### src/rtl/rbs_pkg.sv
// shared types, constants and float helpers for the ray/box slab test
package rbs_pkg;

	localparam int AXES      = 3;
	localparam int FADD_LAT  = 3;
	localparam int FMUL_LAT  = 4;
	localparam int DIV_STEPS = 28;
	localparam int RECIP_LAT = DIV_STEPS + 2;
	localparam int SUB_DLY   = RECIP_LAT - FADD_LAT;
	localparam int MERGE_LAT = 2;
	localparam int PIPE_LAT  = RECIP_LAT + FMUL_LAT + MERGE_LAT;

	localparam logic [31:0] F_POS_INF = 32'h7F80_0000;
	localparam logic [31:0] F_NEG_INF = 32'hFF80_0000;
	localparam logic [31:0] F_QNAN    = 32'h7FC0_0000;

	typedef struct packed {
		logic [31:0] origin_x;
		logic [31:0] origin_y;
		logic [31:0] origin_z;
		logic [31:0] dir_x;
		logic [31:0] dir_y;
		logic [31:0] dir_z;
		logic [31:0] box_min_x;
		logic [31:0] box_min_y;
		logic [31:0] box_min_z;
		logic [31:0] box_max_x;
		logic [31:0] box_max_y;
		logic [31:0] box_max_z;
	} req_t;

	typedef struct packed {
		logic        hit;
		logic [31:0] t_enter;
		logic [31:0] t_exit;
	} rsp_t;

	function automatic logic is_nan(input logic [31:0] v);
		return (v[30:23] == 8'hFF) && (v[22:0] != 23'd0);
	endfunction

	function automatic logic is_inf(input logic [31:0] v);
		return (v[30:23] == 8'hFF) && (v[22:0] == 23'd0);
	endfunction

	function automatic logic is_zero(input logic [31:0] v);
		return v[30:0] == 31'd0;
	endfunction

	// leading zero count, 48 when the word is zero
	function automatic logic [5:0] lzc48(input logic [47:0] v);
		logic [5:0] n;
		logic       found;
		n = 6'd48;
		found = 1'b0;
		for (int i = 47; i >= 0; i--) begin
			if (!found && v[i]) begin
				n = 6'(47 - i);
				found = 1'b1;
			end
		end
		return n;
	endfunction

	// mant has its leading one at bit 26 (or is short of it at exponent one),
	// bits 2..0 are guard, round and sticky; round to nearest even
	function automatic logic [31:0] round_pack(input logic sign,
			input logic signed [9:0] exp, input logic [26:0] mant);
		logic [9:0]        sh;
		logic [26:0]       m;
		logic [26:0]       part;
		logic [26:0]       back;
		logic signed [9:0] e;
		logic [23:0]       keep;
		logic              inc;
		logic [7:0]        ef;
		logic [30:0]       body;
		logic [31:0]       res;
		part = '0;
		back = '0;
		if (exp < 10'sd1) begin
			sh = 10'(10'sd1 - exp);
			if (sh >= 10'd27) begin
				m = {26'd0, |mant};
			end else begin
				part = mant >> sh[4:0];
				back = part << sh[4:0];
				m = part | {26'd0, back != mant};
			end
			e = 10'sd1;
		end else begin
			sh = '0;
			m = mant;
			e = exp;
		end
		keep = m[26:3];
		inc = m[2] & (m[1] | m[0] | keep[0]);
		ef = keep[23] ? e[7:0] : 8'd0;
		body = {ef, keep[22:0]} + 31'(inc);
		if (e >= 10'sd255) begin
			res = {sign, F_POS_INF[30:0]};
		end else begin
			res = {sign, body};
		end
		return res;
	endfunction

	// ordered less-than, false when either side is nan, zeros compare equal
	function automatic logic f_lt(input logic [31:0] a, input logic [31:0] b);
		logic r;
		if (is_nan(a) || is_nan(b)) begin
			r = 1'b0;
		end else if (is_zero(a) && is_zero(b)) begin
			r = 1'b0;
		end else begin
			case ({a[31], b[31]})
				2'b10:   r = 1'b1;
				2'b01:   r = 1'b0;
				2'b00:   r = a[30:0] < b[30:0];
				default: r = a[30:0] > b[30:0];
			endcase
		end
		return r;
	endfunction

endpackage

### src/rtl/rbs_fmul.sv
// four-stage single-precision multiplier
module rbs_fmul (
	input  logic        clk,
	input  logic        en,
	input  logic [31:0] a,
	input  logic [31:0] b,
	output logic [31:0] res
);

	logic [7:0]        ea, eb;
	logic [23:0]       ma0, mb0;
	logic [5:0]        lza, lzb;

	logic [23:0]       ma_s1, mb_s1;
	logic signed [9:0] na_s1, nb_s1;
	logic              sign_s1, nan_s1, inf_s1, zero_s1;

	logic [47:0]       prod_s2;
	logic signed [9:0] exp_s2;
	logic              sign_s2, nan_s2, inf_s2, zero_s2;

	logic [26:0]       mant_s3;
	logic signed [9:0] exp_s3;
	logic              sign_s3, nan_s3, inf_s3, zero_s3;

	logic [31:0] res_s4;

	// unpack and normalize subnormal inputs
	always_comb begin
		ea = (a[30:23] == 8'd0) ? 8'd1 : a[30:23];
		eb = (b[30:23] == 8'd0) ? 8'd1 : b[30:23];
		ma0 = {a[30:23] != 8'd0, a[22:0]};
		mb0 = {b[30:23] != 8'd0, b[22:0]};
		lza = rbs_pkg::lzc48({ma0, 24'd0});
		lzb = rbs_pkg::lzc48({mb0, 24'd0});
	end

	always_ff @(posedge clk) begin
		if (en) begin
			ma_s1   <= ma0 << lza;
			mb_s1   <= mb0 << lzb;
			na_s1   <= 10'({2'b00, ea}) - 10'({4'd0, lza});
			nb_s1   <= 10'({2'b00, eb}) - 10'({4'd0, lzb});
			sign_s1 <= a[31] ^ b[31];
			nan_s1  <= rbs_pkg::is_nan(a) | rbs_pkg::is_nan(b)
				| (rbs_pkg::is_inf(a) & rbs_pkg::is_zero(b))
				| (rbs_pkg::is_zero(a) & rbs_pkg::is_inf(b));
			inf_s1  <= rbs_pkg::is_inf(a) | rbs_pkg::is_inf(b);
			zero_s1 <= rbs_pkg::is_zero(a) | rbs_pkg::is_zero(b);
		end
	end

	always_ff @(posedge clk) begin
		if (en) begin
			prod_s2 <= ma_s1 * mb_s1;
			exp_s2  <= na_s1 + nb_s1 - 10'sd127;
			sign_s2 <= sign_s1;
			nan_s2  <= nan_s1;
			inf_s2  <= inf_s1;
			zero_s2 <= zero_s1;
		end
	end

	always_ff @(posedge clk) begin
		if (en) begin
			if (prod_s2[47]) begin
				mant_s3 <= {prod_s2[47:22], |prod_s2[21:0]};
				exp_s3  <= exp_s2 + 10'sd1;
			end else begin
				mant_s3 <= {prod_s2[46:21], |prod_s2[20:0]};
				exp_s3  <= exp_s2;
			end
			sign_s3 <= sign_s2;
			nan_s3  <= nan_s2;
			inf_s3  <= inf_s2;
			zero_s3 <= zero_s2;
		end
	end

	always_ff @(posedge clk) begin
		if (en) begin
			if (nan_s3) begin
				res_s4 <= rbs_pkg::F_QNAN;
			end else if (inf_s3) begin
				res_s4 <= {sign_s3, rbs_pkg::F_POS_INF[30:0]};
			end else if (zero_s3) begin
				res_s4 <= {sign_s3, 31'd0};
			end else begin
				res_s4 <= rbs_pkg::round_pack(sign_s3, exp_s3, mant_s3);
			end
		end
	end

	assign res = res_s4;

endmodule

### config.mk
export PLATFORM = sky130hd
export DESIGN_NAME = rbs_fmul
export DESIGN_NICKNAME = d
export VERILOG_FILES = /design/src/rtl/rbs_pkg.sv /design/src/rtl/rbs_fmul.sv
export SDC_FILE = /design/constraint.sdc
export NUM_CORES = 2
export LEC_CHECK = 0
export BUFFER_PORTS_ARGS = -buffer_cell sky130_fd_sc_hd__buf_2
export CAP_MARGIN = 10
export CORE_AREA = 2 2 250 313
export CTS_BUF_LIST = sky130_fd_sc_hd__clkbuf_16
export DETAILED_ROUTE_END_ITERATION = 6
export DIE_AREA = 0 0 252 315
export GPL_ROUTABILITY_DRIVEN = 1
export SLEW_MARGIN = 15
export SYNTH_ARGS = -nofsm -noshare
export SYNTH_HDL_FRONTEND = slang
export SYNTH_SLANG_ARGS = --single-unit
### constraint.sdc
create_clock -name clk -period 16.85 [get_ports clk]
set_input_delay 3.37 -clock clk [delete_from_list [all_inputs] [get_ports clk]]
set_output_delay 3.37 -clock clk [all_outputs]
set_load 0.005 [all_outputs]
==> metrics <==
Vias per Instance ~5.6; fillers 7,428; slowest CP cell edfxtp_1; post-synthesis sequential area ratio 0.185; register area 6160 um2; Routed Antenna Nets 0; CTS clk-pin slew, worst paths 60 ps; crit path kind reg -> reg; top cell family by delay on the critical path adder cells; Post-Syn Area 33,300 um2; Clock H-tree levels 1; core area around 77,000 um2; most frequent cells in the layout inv_1, fa_1, nand2_1, and2_1; ratio of cells with drive above 1 in the final layout 0.0899; crit path max fanout 24; Num CTS Buffers 25; Initial DRC Count 1,718; Nets 4,240; post-layout min period 8030 ps; IO Pins 98; CP Launch Type flip-flop; multi-input gate area in the final layout 24,200 um2; WL final 95,300 um; Worst-Margin Slew 1260 ps; Clock Latency Late Sink 580 ps; num rows 114; hold-critical path depth 0; Post-CTS Resized 0; worst-path cell chain and2_1, fa_1, fa_1, inv_1, fa_1, fa_1, inv_1, fa_1, fa_1, inv_1, fa_1, inv_1, ha_1, o21a_1, nor2_1, o21ai_0, a21oi_1, o21ai_0, a311oi_1, o41ai_1, nand4_1, nand3_1, a211o_1, o211ai_1; HP Class reg -> reg; crit path buf inv count 4; total gr overflow 0; post-synthesis net count 4,248; Initial DRT Pass Iterations 6; DR WL/cell 21.2 um; reg2reg path depth 24; clock root buffer clkbuf_16; P&R area growth vs syn 6.37%; clock sinks 205; clk buf depth 3; count of flip-flops with a built-in enable after synthesis 205; commonest non-fill, non-tap cell in the layout inv_1; Primary FF master, synth edfxtp_1; Final Skew 26.7 ps; first-pass GRT wire length 151,000 um; R2R Path End prod_s2[46]$_DFFE_PP_; antenna violations before repair 1; largest net degree at the start of global routing 77; Req. time, crit path 17,150 ps; Synth async-reset ratio 0; crit path DAT about 8300 ps; chip width 252 um; via count 25,300; Final HPWL DP between 70,000 and 80,000 um; fin area roughly 35,000 um2; DIE HEIGHT 315 um; Gate Count Post-Synth 3,491; period utilization 0.476; Port-buffer cells 97; worst r2r src mb_s1[2]$_SDFFCE_PP0P_; CP max stage delay just over 1000 ps; CTS tree yes; achievable frequency 125 MHz; Placer Congestion 0.987; # DRC 0; Syn Area/Cell about 9.6 um2; antenna cells 0; Initial Util 0.435; Fin Setup TNS 0 ps; synthesized flop and latch total 205; Ys Warns 0; RSZ-0062 raised after global routing no; Hold EP nan_s2$_DFFE_PP_; number of global-route vias before repair 26,500; hold path startpoint nan_s1$_DFFE_PP_; die area 79,400 um2; Total Routing Usage GR 0.245; Final Max Tran Viols 0; Top cell by count, worst path fa_1; Final Hold Viols 0; Hold-fix buffers, CTS 0; maxcap violations 0; status completed; Slew headroom 0.150; R2R Setup Slk 8820 ps; number of library cell types mapped by synthesis 102; post-CTS setup buffer count 0; endpoint class of the critical path flip-flop; placed cell area 34,700 um2; setup violators final 0
## layer usage
| layer | global-route usage | up-vias | routed length (um) |
|---|---|---|---|
| met5 | 0 | - | 0 |
| met4 | 0.105 | 0 | 4840 |
| met3 | 0.0377 | 281 | 6520 |
| met2 | 0.424 | 965 | 46000 |
| met1 | 0.303 | 12600 | 37800 |
| li1 | - | 11400 | - |
## layout make-up
cell class	instances	area share
Inverter	588	0.0622
Multi-Input combinational cell	2513	0.682
Timing Repair Buffer	150	0.0252
Clock inverter	21	0.00416
Tap cell	986	0.0348
Clock buffer	25	0.0176
Sequential cell	205	0.174
## stage by stage
stage | hold WS (ps) | utilization | setup WS (ps) | instances
2_1_floorplan | 400 | - | 9530 | 3491
3_5_place_dp | 405 | 0.452 | 8590 | 4442
6_report | 417 | 0.462 | 8820 | 4488
4_1_cts | 418 | 0.462 | 8860 | 4488
3_3_place_gp | 402 | 0.452 | 8680 | 4442
5_1_grt | 424 | 0.462 | 8420 | 4488
## state kept, by name (all words and copies together) (netlist names), 9 cells and up
name     count
ma_s1       24
na_s1        9
mb_s1       24
prod_s2     48
mant_s3     27
res         32
exp_s3      10
exp_s2      10
nb_s1        9
## synthesized netlist by cell type, types with 5 or more instances
library cell  instances  area, um2
a211oi_1             35        263
a21o_1               34        255
a21oi_1              98        490
a221oi_1              9       78.8
a22o_1               10       87.6
a22oi_1              13       97.6
a31oi_1              14       87.6
a32oi_1              10       87.6
and2_1              312       1950
and3_1               24        150
buf_1                16       60.1
buf_2                14       70.1
buf_6                 7       78.8
clkbuf_1            142        533
edfxtp_1            205       6160
fa_1                485       9710
ha_1                206       2580
inv_1               580       2180
inv_2                 5       18.8
mux2_2               49        552
mux2i_1             108       1080
mux4_2               37        833
nand2_1             403       1510
nand2b_1             16        100
nand3_1              31        155
nand4_1              15       93.8
nor2_1              155        582
nor2b_1              12       75.1
nor3_1               44        220
nor4_1               22        138
o211ai_1             11       82.6
o21a_1               12       90.1
o21ai_0              55        275
o21ai_1               5       25.0
o21bai_1             13       97.6
o221ai_1             12        105
o22a_1                5       43.8
o22ai_1              22        138
o31ai_1              14        105
or2_2                 5       31.3
or3_1                16        100
or4_1                14        105
xnor2_1              59        517
xor2_1               36        315
## cells by family (layout without fill, tap and decap cells)
group                    after synthesis  after routing  share of synthesized area
buffers and inverters                773            784                     0.0904
XOR/XNOR                              97             97                     0.0263
AO/OA/AOI/OAI                        428            428                     0.0885
adder cells (fa/ha/maj)              691            691                      0.368
AND/OR/NAND/NOR                     1099           1099                      0.166
flip-flops                           205            205                      0.185
multiplexers                         198            198                     0.0761
## how the worst max path moves through the flow
stage / from / slack [ps] / depth (start not counted) / endpoint
3_5_place_dp: b[27] / 8590 / 16 / nb_s1[7]$_DFFE_PP_
4_1_cts: mb_s1[6]$_SDFFCE_PP0P_ / 8860 / 25 / prod_s2[47]$_DFFE_PP_
3_3_place_gp: b[27] / 8680 / 16 / nb_s1[7]$_DFFE_PP_
6_report: mb_s1[2]$_SDFFCE_PP0P_ / 8820 / 24 / prod_s2[46]$_DFFE_PP_
2_1_floorplan: a[25] / 9530 / 20 / na_s1[6]$_DFFE_PP_
5_1_grt: mb_s1[6]$_SDFFCE_PP0P_ / 8420 / 24 / prod_s2[46]$_DFFE_PP_
Power is left out: the tool's default activity adds up to more than one toggle a clock period on the data nets, which glitch-free logic cannot reach.
