File: config.mk
export PLATFORM = sky130hd
export DESIGN_NAME = rbs_recip
export DESIGN_NICKNAME = d
export VERILOG_FILES = /design/src/rtl/rbs_pkg.sv /design/src/rtl/rbs_recip.sv
export SDC_FILE = /design/constraint.sdc
export NUM_CORES = 2
export LEC_CHECK = 0
export BUFFER_PORTS_ARGS = -buffer_cell sky130_fd_sc_hd__buf_2
export CORE_MARGIN = 2
export CORE_UTILIZATION = 64
export DETAILED_ROUTE_END_ITERATION = 8
export PLACE_DENSITY = 0.88
export SYNTH_ARGS = -nofsm -noshare
export SYNTH_HDL_FRONTEND = slang
export SYNTH_SLANG_ARGS = --single-unit
File: constraint.sdc
create_clock -name clk -period 9 [get_ports clk]
set_clock_uncertainty 0.15 [all_clocks]
set_input_delay 2.7 -clock clk [delete_from_list [all_inputs] [get_ports clk]]
set_output_delay 2.7 -clock clk [all_outputs]
set_load 0.01 [all_outputs]
File: src/rtl/rbs_pkg.sv
// shared types, constants and float helpers for the ray/box slab test
package rbs_pkg;

	localparam int AXES      = 3;
	localparam int FADD_LAT  = 3;
	localparam int FMUL_LAT  = 4;
	localparam int DIV_STEPS = 28;
	localparam int RECIP_LAT = DIV_STEPS + 2;
	localparam int SUB_DLY   = RECIP_LAT - FADD_LAT;
	localparam int MERGE_LAT = 2;
	localparam int PIPE_LAT  = RECIP_LAT + FMUL_LAT + MERGE_LAT;

	localparam logic [31:0] F_POS_INF = 32'h7F80_0000;
	localparam logic [31:0] F_NEG_INF = 32'hFF80_0000;
	localparam logic [31:0] F_QNAN    = 32'h7FC0_0000;

	typedef struct packed {
		logic [31:0] origin_x;
		logic [31:0] origin_y;
		logic [31:0] origin_z;
		logic [31:0] dir_x;
		logic [31:0] dir_y;
		logic [31:0] dir_z;
		logic [31:0] box_min_x;
		logic [31:0] box_min_y;
		logic [31:0] box_min_z;
		logic [31:0] box_max_x;
		logic [31:0] box_max_y;
		logic [31:0] box_max_z;
	} req_t;

	typedef struct packed {
		logic        hit;
		logic [31:0] t_enter;
		logic [31:0] t_exit;
	} rsp_t;

	function automatic logic is_nan(input logic [31:0] v);
		return (v[30:23] == 8'hFF) && (v[22:0] != 23'd0);
	endfunction

	function automatic logic is_inf(input logic [31:0] v);
		return (v[30:23] == 8'hFF) && (v[22:0] == 23'd0);
	endfunction

	function automatic logic is_zero(input logic [31:0] v);
		return v[30:0] == 31'd0;
	endfunction

	// leading zero count, 48 when the word is zero
	function automatic logic [5:0] lzc48(input logic [47:0] v);
		logic [5:0] n;
		logic       found;
		n = 6'd48;
		found = 1'b0;
		for (int i = 47; i >= 0; i--) begin
			if (!found && v[i]) begin
				n = 6'(47 - i);
				found = 1'b1;
			end
		end
		return n;
	endfunction

	// mant has its leading one at bit 26 (or is short of it at exponent one),
	// bits 2..0 are guard, round and sticky; round to nearest even
	function automatic logic [31:0] round_pack(input logic sign,
			input logic signed [9:0] exp, input logic [26:0] mant);
		logic [9:0]        sh;
		logic [26:0]       m;
		logic [26:0]       part;
		logic [26:0]       back;
		logic signed [9:0] e;
		logic [23:0]       keep;
		logic              inc;
		logic [7:0]        ef;
		logic [30:0]       body;
		logic [31:0]       res;
		part = '0;
		back = '0;
		if (exp < 10'sd1) begin
			sh = 10'(10'sd1 - exp);
			if (sh >= 10'd27) begin
				m = {26'd0, |mant};
			end else begin
				part = mant >> sh[4:0];
				back = part << sh[4:0];
				m = part | {26'd0, back != mant};
			end
			e = 10'sd1;
		end else begin
			sh = '0;
			m = mant;
			e = exp;
		end
		keep = m[26:3];
		inc = m[2] & (m[1] | m[0] | keep[0]);
		ef = keep[23] ? e[7:0] : 8'd0;
		body = {ef, keep[22:0]} + 31'(inc);
		if (e >= 10'sd255) begin
			res = {sign, F_POS_INF[30:0]};
		end else begin
			res = {sign, body};
		end
		return res;
	endfunction

	// ordered less-than, false when either side is nan, zeros compare equal
	function automatic logic f_lt(input logic [31:0] a, input logic [31:0] b);
		logic r;
		if (is_nan(a) || is_nan(b)) begin
			r = 1'b0;
		end else if (is_zero(a) && is_zero(b)) begin
			r = 1'b0;
		end else begin
			case ({a[31], b[31]})
				2'b10:   r = 1'b1;
				2'b01:   r = 1'b0;
				2'b00:   r = a[30:0] < b[30:0];
				default: r = a[30:0] > b[30:0];
			endcase
		end
		return r;
	endfunction

endpackage

File: src/rtl/rbs_recip.sv
// pipelined reciprocal, one quotient bit per stage
module rbs_recip (
	input  logic        clk,
	input  logic        en,
	input  logic [31:0] d,
	output logic [31:0] res
);

	typedef struct packed {
		logic              sign;
		logic              nan;
		logic              inf;
		logic              zero;
		logic signed [9:0] exp;
	} rcp_meta_t;

	localparam int N = rbs_pkg::DIV_STEPS;

	logic [7:0]  e_eff;
	logic [23:0] m0;
	logic [5:0]  lz;
	rcp_meta_t   meta_in;

	rcp_meta_t   meta_s [0:N];
	logic [24:0] rem_s  [0:N];
	logic [27:0] quo_s  [0:N];
	logic [23:0] div_s  [0:N];

	logic [27:0]       q;
	logic              st;
	logic [26:0]       mant_f;
	logic signed [9:0] exp_f;
	logic [31:0]       res_q;

	always_comb begin
		e_eff = (d[30:23] == 8'd0) ? 8'd1 : d[30:23];
		m0 = {d[30:23] != 8'd0, d[22:0]};
		lz = rbs_pkg::lzc48({m0, 24'd0});
		meta_in.sign = d[31];
		meta_in.nan = rbs_pkg::is_nan(d);
		meta_in.inf = rbs_pkg::is_inf(d);
		meta_in.zero = rbs_pkg::is_zero(d);
		meta_in.exp = 10'sd253 - (10'({2'b00, e_eff}) - 10'({4'd0, lz}));
	end

	always_ff @(posedge clk) begin
		if (en) begin
			meta_s[0] <= meta_in;
			rem_s[0]  <= 25'h080_0000;
			quo_s[0]  <= '0;
			div_s[0]  <= m0 << lz;
		end
	end

	for (genvar k = 1; k <= N; k++) begin : g_step
		always_ff @(posedge clk) begin
			if (en) begin
				meta_s[k] <= meta_s[k-1];
				div_s[k]  <= div_s[k-1];
				if (rem_s[k-1] >= {1'b0, div_s[k-1]}) begin
					rem_s[k] <= 25'((rem_s[k-1] - {1'b0, div_s[k-1]}) << 1);
					quo_s[k] <= {quo_s[k-1][26:0], 1'b1};
				end else begin
					rem_s[k] <= 25'(rem_s[k-1] << 1);
					quo_s[k] <= {quo_s[k-1][26:0], 1'b0};
				end
			end
		end
	end

	// quotient is one exactly for a power-of-two divisor
	always_comb begin
		q = quo_s[N];
		st = rem_s[N] != 25'd0;
		if (q[27]) begin
			mant_f = {q[27:2], q[1] | q[0] | st};
			exp_f = meta_s[N].exp + 10'sd1;
		end else begin
			mant_f = {q[26:1], q[0] | st};
			exp_f = meta_s[N].exp;
		end
	end

	always_ff @(posedge clk) begin
		if (en) begin
			if (meta_s[N].nan) begin
				res_q <= rbs_pkg::F_QNAN;
			end else if (meta_s[N].inf) begin
				res_q <= {meta_s[N].sign, 31'd0};
			end else if (meta_s[N].zero) begin
				res_q <= {meta_s[N].sign, rbs_pkg::F_POS_INF[30:0]};
			end else begin
				res_q <= rbs_pkg::round_pack(meta_s[N].sign, exp_f, mant_f);
			end
		end
	end

	assign res = res_q;

endmodule

==> summary.md <==
| Metric | Value |
|---|---|
| Die Area | `~180000 µm²` |
| Crit path max fanout | `24` |
| Largest net degree at the start of global routing | `around 180` |
| Ys async rst share | `0%` |
| Slew Limit Fails | `0` |
| Die Ht | `~420 µm` |
| Post-DR vias/cell | `about 6.2` |
| Gr busiest metal | `met2` |
| Clock power frac | `a little under a quarter` |
| Most common cell after layout, fill and taps aside | `edfxtp_1` |
| Post-Synthesis Cells | `slightly above 9000` |
| RSZ-0062 raised after global routing | `no` |
| CTS tree | `yes` |
| Primary FF master, synth | `edfxtp_1` |
| Clk Tree Root Cell | `clkbuf_16` |
| Crit path DAT | `around 7.8 ns` |
| Maximum vdd ir drop | `~300 µV` |
| EDFF count, synth | `roughly 2200` |
| GR Layer Usage met3 | `approximately 4%` |
| Status | `finished clean` |
| CTS resizes | `0` |
| Post-synthesis register bit count | `roughly 2200` |
| Share of power burned in combinational logic | `roughly 37%` |
| Slew @ Worst Pin | `about 1.2 ns` |
| Clock tree sinks | `approximately 2200` |
| Setup TNS | `0 ns` |
| Vias | `approximately 73000` |
| Vias in the first global route | `72300` |
| Worst slew margin | `about a fifth` |
| Internal | `between 20 and 30 mW` |
| Syn. warnings | `0` |
| Reg-to-reg slack, setup | `between 2 and 3 ns` |
| Leak Pwr | `between 40 and 50 nW` |
| Placement Cell Area | `around 120000 µm²` |
| Hold Path Depth | `0` |
| Chip width | `422 µm` |
| First-iteration detailed-routing DRC count | `~7000` |
| Avg WL per Cell | `approximately 21 µm` |
| Routed WL | `roughly 250 mm` |
| # rows | `153` |
| WP data required | `9.58 ns` |
| Initial Utilization | `between 60% and 70%` |
| # port buffers | `65` |
| Hold buffer count at cts | `0` |
| P&R area growth vs syn | `9.17%` |
| H-Tree Depth | `4` |
| Post-synthesis average cell area | `~12 µm²` |
| Clock-pin slew on the worst setup and hold paths | `roughly 0.06 ns` |
| Share of layout cells above drive strength 1 | `~9.8%` |
| DP Wirelength | `around 180 mm` |
| Cell Pwr Density | `between 300 and 400 nW/µm²` |
| Register area share after synthesis | `58.7%` |
| Syn_nets | `~10000` |
| Clk Latency, worst-skew pair | `between 0.8 and 0.9 ns` |
| Grt met2 use | `between 40 and 50%` |
| Ports | `66` |
| Max-cap violations | `0` |
| CTS Buffer Depth | `3` |
| Core footprint | `around 170000 µm²` |
| Critical Path End | `meta_s[0][8]$_DFFE_PP_` |
| First-pass GRT wire length | `392 mm` |
| DRT antenna net count | `0` |
| Gr usage total | `around 28%` |
| Worst r2r dst | `res[27]$_SDFFCE_PP1P_` |
| Achievable Freq | `approximately 140 MHz` |
| Synth Cell Area | `approximately 110000 µm²` |
| Kind of critical path | `in -> reg` |
| Sw power | `13.3 mW` |
| Worst Setup Start Kind | `input port` |
| Worst hold slack | `0.222 ns` |
| Net Sw Frac | `approximately 35%` |
| Final instance area | `roughly 120000 µm²` |
| Share of the synthesized area in the top cell type | `about 59%` |
| Final Hold Fails | `0` |
| TritonRoute pass-1 iters | `9` |
| Met1 usage | `between 30% and 40%` |
| Postcts setup bufs | `0` |
| Nets | `about 10000` |
| GP Congestion | `about 1` |
| Critical Path End Type | `flip-flop` |
| Initial antenna violation count | `8` |
| DRC violations left | `0` |
| Fin crit period | `7.23 ns` |
| Num CTS Buffers | `~210` |
| Commonest non-fill, non-tap cells in the layout | `2186 x edfxtp_1, 925 x inv_1, 660 x ha_1` |
| Crit share post-route | `80.4%` |
| Crit Reg-Reg Startpoint | `meta_s[1][169]$_DFFE_PP_` |
| CP startpoint | `d[19]` |
| Total congestion overflow | `0` |
| Final setup viols | `0` |
| Synth area leaders | `edfxtp_1 59%, ha_1 7.4%, inv_1 3.1%, mux2_2 3.0%, a21oi_1 2.6%` |
| Cell taking the most area after synthesis | `edfxtp_1` |
| Worst hold-check path type | `reg -> reg` |
| Worst r2r path cells | `13` |
| Post-synth cell types | `110` |
| Sequential power share | `39.5%` |
-- flip-flops by register name, summed over array words and instances, names as in the netlist --
| signal | count |
|---|---|
| res | 32 |
| rem_s | 672 |
| div_s | 672 |
| meta_s | 406 |
| quo_s | 406 |
-- metal layers --
metal | share of wire (%) | vias up
met5 | 0.030 | -
met4 | 5.2 | 10
met3 | 6.1 | 763
met2 | 49 | 3006
met1 | 39 | 35300
li1 | - | 34000
-- cell families after synthesis --
group                    Yosys count  share of synthesized area [%]
adder cells (fa/ha/maj)          688                           7.88
multiplexers                     465                           4.76
XOR/XNOR                         547                           4.32
AND/OR/NAND/NOR                 2223                           9.54
AO/OA/AOI/OAI                   1913                           10.8
buffers and inverters           1162                           4.01
flip-flops                      2188                           58.7
-- worst max-delay path: stages --
cell and delay [ns]:
buf_2 0.13, or4_1 0.57, nor4_2 0.40, nand2_1 0.10
buf_4 0.20, nor2_1 0.33, nand3_1 0.12, a32o_1 0.29
a21oi_1 0.39, and2_1 0.23, buf_4 0.33, ha_1 0.21
nor2b_1 0.04, o21ai_0 0.15, nand2b_1 0.10, a21oi_1 0.16
o21bai_1 0.11, xnor2_1 0.17, nor4_1 0.38, nand2b_1 0.16
xnor2_1 0.14, or3_1 0.30, o21ai_0 0.07
-- power by group through the flow --
stage / clock (mW) / combinational, mW / sequential (mW)
after floorplan: 0 / 10.7 / 14.8
after global placement: 0 / 13.1 / 15.3
after detailed placement: 0 / 13.8 / 15.4
after CTS: 9.23 / 14.0 / 15.2
after global routing: 9.61 / 15.7 / 15.4
final: 9.10 / 14.3 / 15.3
-- synthesized netlist by cell type, types with 21 or more instances --
cell type and n:
a21o_1 201, o21ai_0 470, o21bai_1 40, ha_1 660, a31oi_1 49, clkbuf_1 171
or2_2 48, mux2_2 296, nand2b_1 70, nor2b_1 138, a22oi_1 22, o22ai_1 21
nor3_1 169, nor2_1 630, nand4_1 110, nand3_1 137, o31ai_1 66, mux2i_1 139
or3_1 55, o211ai_1 29, fa_1 28, buf_2 29, and2_1 60, edfxtp_1 2186
xor2_1 225, nor4_1 71, a211oi_1 79, xnor2_1 318, mux4_2 23, a21boi_0 59
inv_1 926, and3_1 70, a21oi_1 584, nand2_1 594, o21a_1 60
-- worst min path at each step --
| stage | startpoint | endpoint | slack, ns |
|---|---|---|---|
| detailed placement | meta_s[0][96]$_DFFE_PP_ | meta_s[0][110]$_DFFE_PP_ | 0.25 |
| finish | meta_s[0][6]$_DFFE_PP_ | meta_s[0][20]$_DFFE_PP_ | 0.22 |
| CTS | meta_s[0][6]$_DFFE_PP_ | meta_s[0][20]$_DFFE_PP_ | 0.21 |
| floorplan | meta_s[0][86]$_DFFE_PP_ | meta_s[0][100]$_DFFE_PP_ | 0.25 |
| global route | meta_s[0][3]$_DFFE_PP_ | meta_s[0][17]$_DFFE_PP_ | 0.22 |
| global placement | meta_s[0][54]$_DFFE_PP_ | meta_s[0][68]$_DFFE_PP_ | 0.25 |
-- per-stage QoR --
step	utilization [%]	power [mW]	instances	setup slack [ns]
3_5_place_dp	66.2	29.1	11400	0.904
2_1_floorplan	-	25.5	9186	1.54
4_1_cts	70.3	38.5	11800	1.85
5_1_grt	70.3	40.7	11800	1.29
3_3_place_gp	66.2	28.5	11400	0.851
6_report	70.3	38.7	11800	1.77
-- area by class of cell --
type	count	area, µm²
sequential	2188	65700
fill	11400	51600
multi-input combinational	5836	42000
clock buffer	237	5400
inverter	929	3490
tap	2325	2910
clock inverter	153	1810
timing repair buffer	136	948
antenna	3	7.51
No activity file was read; power rests on OpenSTA's default activity.
